[config.mk]
export PLATFORM = sky130hd
export DESIGN_NAME = wstt_front
export DESIGN_NICKNAME = d
export VERILOG_FILES = /design/src/hw/rtl/wifi_station_traffic_table_macros.svh /design/src/hw/rtl/wstt_pkg.sv /design/src/hw/rtl/wstt_front.sv
export SDC_FILE = /design/constraint.sdc
export NUM_CORES = 1
export LEC_CHECK = 0
export BUFFER_PORTS_ARGS = -buffer_cell sky130_fd_sc_hd__buf_4
export CORE_MARGIN = 2
export CORE_UTILIZATION = 40
export DETAILED_ROUTE_END_ITERATION = 6
export GPL_TIMING_DRIVEN = 0
export PLACE_DENSITY = 0.65
export SKIP_LAST_GASP = 1
export SYNTH_ARGS = -nofsm -noshare
export SYNTH_HDL_FRONTEND = slang
export SYNTH_SLANG_ARGS = --single-unit
[constraint.sdc]
create_clock -name clk -period 6.2 [get_ports clk]
set_input_delay 0.93 -clock clk [delete_from_list [all_inputs] [get_ports clk]]
set_output_delay 0.93 -clock clk [all_outputs]
set_load 0.005 [all_outputs]
[src/hw/rtl/wifi_station_traffic_table_macros.svh]
// ----------------------------------------------------------------------------
// Station traffic table assertion macros
// Shared concurrent assertion forms, compiled out when NO_ASSERTIONS is set.
// ----------------------------------------------------------------------------
`ifndef WIFI_STATION_TRAFFIC_TABLE_MACROS_SVH
`define WIFI_STATION_TRAFFIC_TABLE_MACROS_SVH
`ifndef NO_ASSERTIONS
`define WSTT_ASSERT_HOLDS(lbl, clk, rst_n, cond, prop) \
    lbl: assert property (@(posedge clk) disable iff (!rst_n) (cond) |-> (prop)) \
        else $error("station traffic table check failed");
`define WSTT_ASSERT_NEXT(lbl, clk, rst_n, cond, prop) \
    lbl: assert property (@(posedge clk) disable iff (!rst_n) (cond) |=> (prop)) \
        else $error("station traffic table sequence check failed");
`else
`define WSTT_ASSERT_HOLDS(lbl, clk, rst_n, cond, prop)
`define WSTT_ASSERT_NEXT(lbl, clk, rst_n, cond, prop)
`endif
`endif

[src/hw/rtl/wstt_pkg.sv]
`timescale 1ns / 1ps
// ----------------------------------------------------------------------------
// Station traffic table package
// Beat types, status codes and command codes shared by the block.
// ----------------------------------------------------------------------------
package wstt_pkg;

    typedef logic [47:0] mac_t;

    localparam mac_t BROADCAST_MAC = 48'hffff_ffff_ffff;

    typedef enum logic [2:0] {
        ST_COUNTED = 3'd0,
        ST_MISSING = 3'd1,
        ST_FULL    = 3'd2,
        ST_FOUND   = 3'd3,
        ST_NONE    = 3'd4
    } status_t;

    typedef enum logic [1:0] {
        OP_FRAME   = 2'd0,
        OP_PARTIAL = 2'd1,
        OP_QUERY   = 2'd2
    } op_t;

    typedef struct packed {
        logic kind;
        logic is_beacon;
        logic has_transmitter;
        logic has_receiver;
        mac_t transmitter;
        mac_t receiver;
        mac_t station;
    } item_t;

    typedef struct packed {
        status_t status;
        mac_t    partner;
    } result_t;

    typedef struct packed {
        op_t  op;
        logic beacon;
        mac_t key_a;
        mac_t key_b;
    } cmd_t;

endpackage

[src/hw/rtl/wstt_front.sv]
`timescale 1ns / 1ps
// ----------------------------------------------------------------------------
// Station traffic table front end
// Accepts beats, classifies them into commands and queues them for the back end.
// ----------------------------------------------------------------------------
module wstt_front (
    input  logic            clk,
    input  logic            rst_n,
    input  logic            item_valid,
    output logic            item_stall,
    input  wstt_pkg::item_t item,
    output logic            cmd_valid,
    output wstt_pkg::cmd_t  cmd,
    input  logic            cmd_pop
);
    import wstt_pkg::*;

    cmd_t       q_reg [2];
    logic       wr_reg, wr_next;
    logic       rd_reg, rd_next;
    logic [1:0] cnt_reg, cnt_next;
    logic       push;
    cmd_t       cls;

    always_comb
    begin
        cls.beacon = item.is_beacon & item.has_transmitter;
        if (item.kind)
        begin
            cls.op    = OP_QUERY;
            cls.key_a = item.station;
        end
        else
        begin
            cls.op    = (item.has_transmitter & item.has_receiver) ? OP_FRAME : OP_PARTIAL;
            cls.key_a = item.transmitter;
        end
        cls.key_b = item.receiver;
    end

    assign item_stall = (cnt_reg == 2'd2);
    assign push       = item_valid & ~item_stall;
    assign cmd_valid  = (cnt_reg != 2'd0);
    assign cmd        = q_reg[rd_reg];

    always_comb
    begin
        wr_next  = push ? ~wr_reg : wr_reg;
        rd_next  = cmd_pop ? ~rd_reg : rd_reg;
        cnt_next = cnt_reg;
        if (push && !cmd_pop)
        begin
            cnt_next = cnt_reg + 2'd1;
        end
        else if (!push && cmd_pop)
        begin
            cnt_next = cnt_reg - 2'd1;
        end
    end

    always_ff @(posedge clk or negedge rst_n)
    begin
        if (!rst_n)
        begin
            wr_reg  <= 1'b0;
            rd_reg  <= 1'b0;
            cnt_reg <= 2'd0;
        end
        else
        begin
            wr_reg  <= wr_next;
            rd_reg  <= rd_next;
            cnt_reg <= cnt_next;
        end
    end

    always_ff @(posedge clk)
    begin
        if (push)
        begin
            q_reg[wr_reg] <= cls;
        end
    end

endmodule

==> flow_metrics.py <==
metrics = {
    "synthesis": {
        "yosys_warnings": 0,
        "synth_cell_type_count": 17,
        "postSynthNetCount": 535,
        "synth.avg_cell_area_um2": 21.0,
        "post_synth_design_cell_area_um2": 8010,
        "synth-seq-cells": 202,
        "post_synth_inst_count": 382,
        "synth-seq-area-share_pct": 75.5,
    },
    "worst_setup_path": {
        "worst-path-buf-inv": 3,
        "critical_path_arrival_ns": 1.70,
        "worstSetupPathType": "flip-flop to output port",
        "crit_path_max_fanout": 10,
        "critical-path-max-stage-delay_ns": 0.35,
        "critPathSlowestCell": "sky130_fd_sc_hd__mux2_2",
        "critical_path.top_delay_family": "buffers and inverters",
        "critical-path-top-cell-by-count": "sky130_fd_sc_hd__buf_6",
        "setup.worst_path.start_class": "flip-flop",
        "crit_required_ns": 5.27,
        "cp-end-kind": "output port",
        "cp_cell_sequence": "buf_6 > buf_6 > mux2_2 > buf_4",
    },
    "timing": {
        "setup_repair_after_global_routing_missed_its_margin": "false",
        "setup_viol": 0,
        "min_period_over_period_pct": 42.5,
        "worst_hold_slack_ns": 0.233,
        "max_slew_margin_pct": 67.5,
        "final_hold_viol_count": 0,
        "fin_worst_skew_ns": 0.00712,
        "timing.final.crit_period_ns": 2.63,
        "timing_worst_slew_pin_value_ns": 0.486,
        "maxClockFrequency_mhz": 380,
        "setup_total_negative_slack_ns": 0,
        "slew_violations": 0,
    },
    "pwr": {
        "p_total_uw": 4690,
        "worst_ir_drop_on_vdd_v": 0.000268,
        "pwr_density_cell_nw_per_um2": 424,
        "static-leakage-power_uw": 0.00425,
    },
    "die": {
        "die_height_um": 146,
        "io_pins": 253,
        "start_util_pct": 40.9,
        "total_die_area_um2": 21200,
        "core.rowCount": 51,
        "core_region_area_um2": 19600,
        "die_w_um": 146,
    },
    "cts": {
        "clock-root-buffer": "sky130_fd_sc_hd__clkbuf_16",
        "cts_inserted_buffers": 22,
        "post_cts_hold_buffer_count": 0,
        "clock_tree_from_tritoncts": "yes",
        "cts_max_level": 1,
        "clk_latency_ns": 0.48,
        "post-cts-setup-buffers": 0,
        "post_cts_resize_count": 0,
        "clock_path_buffers": 3,
        "numClockSinks": 202,
        "clk_pin_slew_worst_paths_ns": 0.06,
    },
    "final_layout": {
        "layout.core_utilization_pct": 56.4,
        "post-route-cell-area_um2": 11000,
        "most_frequent_standard_cell_in_the_layout_excluding_fill_and_tap_cells": "sky130_fd_sc_hd__buf_4",
        "areaGrowthSynthToFinish_pct": 37.8,
        "largest_reg_flops": 198,
        "multi_input_comb_area_um2": 1800,
        "final_nets": 816,
        "most_frequent_cells_in_the_layout": "255 x sky130_fd_sc_hd__buf_4, 198 x sky130_fd_sc_hd__edfxtp_1, 138 x sky130_fd_sc_hd__mux2_2",
        "post_route_cells_drive_above_1_share_pct": 66.7,
        "antenna_cells": 0,
        "layout.filler_cells": 1579,
        "ff_latch_area_um2": 6050,
    },
    "global_route": {
        "initial_antenna_violation_count": 0,
        "grt.total_usage_pct": 14.8,
        "gr-total-overflow": 0,
        "via_count_of_the_first_global_routing_pass": 4753,
        "grt_start_max_net_pins": 38,
        "grt_first_pass_wirelength_um": 25200,
    },
    "route": {
        "via_count": 4397,
        "via_per_inst": 4.66,
        "ant_nets": 0,
        "drt-total-wl_um": 16100,
        "drtIter0Drc": 164,
        "drtPass1Iterations": 4,
        "routedWlPerCell_um": 17.1,
        "post-route-drc-count": 0,
    },
    "place": {
        "postPlaceCellArea_um2": 10300,
        "hpwl_um": 11400,
        "io_buffers": 252,
        "gp_congestion": 0.709,
    },
    "job": {
        "maxcap_viol_count": 0,
    },
    "hold_path": {
        "hold_path.class": "input port to async pin",
    },
    "outcome": {
        "status": "finished, final reports clean",
    },
}
[through the flow]
stage          worst slack [ns]  cells
2_1_floorplan             0.503    382
3_3_place_gp              -1.95    899
3_5_place_dp               3.78    904
4_1_cts                    3.51    944
5_1_grt                    3.48    944
6_report                   3.57    944
[kinds of logic (layout without fill, tap and decap cells)]
logic type               count (synthesis)  in the layout  share of synthesized area, %
buffers and inverters                   19            316                          2.25
AO/OA/AOI/OAI                            1              1                        0.0624
adder cells (fa/ha/maj)                  1              1                         0.156
XOR/XNOR                                 5              5                         0.547
multiplexers                           147            147                          21.1
flip-flops                             202            202                          75.5
AND/OR/NAND/NOR                          7              7                         0.453
[synthesized netlist by cell type (all sizes together)]
master  instances  area [um^2]
xnor2           2         17.5
nand2           1         3.75
a21oi           1         5.00
ha              1         12.5
or2             1         6.26
edfxtp        198         5950
buf            16          169
and2            1         6.26
and3            1         6.26
nand2b          1         6.26
mux2          147         1690
inv             3         11.3
nor2            2         7.51
dfrtp           4          100
xor2            3         26.3
[power by group]
part / switching [uW] / total [uW] / leakage [uW] / internal (uW)
Combinational: 656 / 1520 / 0.00203 / 863
Clock: 485 / 1230 / 0.000333 / 743
Sequential: 67.3 / 1940 / 0.00189 / 1870
Total: 1210 / 4690 / 0.00425 / 3480
[final cells by class]
class	instances	share of cell area [%]
clock buffers	31	5.66
multi-input cells	161	16.3
inverters	3	0.102
repair buffers	257	18.0
clock inverters	9	0.634
well taps	265	3.00
plain buffers	16	1.53
flip-flops and latches	202	54.7
[layer usage]
layer | track usage (%) | part of all wire [%]
met4 | 3.68 | 1.4
met1 | 18.2 | 39
met3 | 4.42 | 8.4
met2 | 25.8 | 51
met5 | 0 | 0
[path summary, 6_finish.rpt]
| kind | from | endpoint | slack (ns) | cells after the start |
|---|---|---|---|---|
| max in group asynchronous | rst_n | cnt_reg[1]$_DFFE_PN0P_ | 5.87 | 1 |
| hold reg to reg | cnt_reg[1]$_DFFE_PN0P_ | cnt_reg[1]$_DFFE_PN0P_ | 0.50 | 1 |
| min in group clk | cnt_reg[1]$_DFFE_PN0P_ | cnt_reg[1]$_DFFE_PN0P_ | 0.50 | 1 |
| setup reg to reg | cnt_reg[0]$_DFFE_PN0P_ | q_reg[0][21]$_DFFE_PP_ | 4.22 | 5 |
| hold / removal | rst_n | rd_reg$_DFFE_PN0P_ | 0.23 | 1 |
| setup / recovery | rd_reg$_DFFE_PN0P_ | cmd[60] | 3.57 | 4 |
No activity file was read; power rests on OpenSTA's default activity.
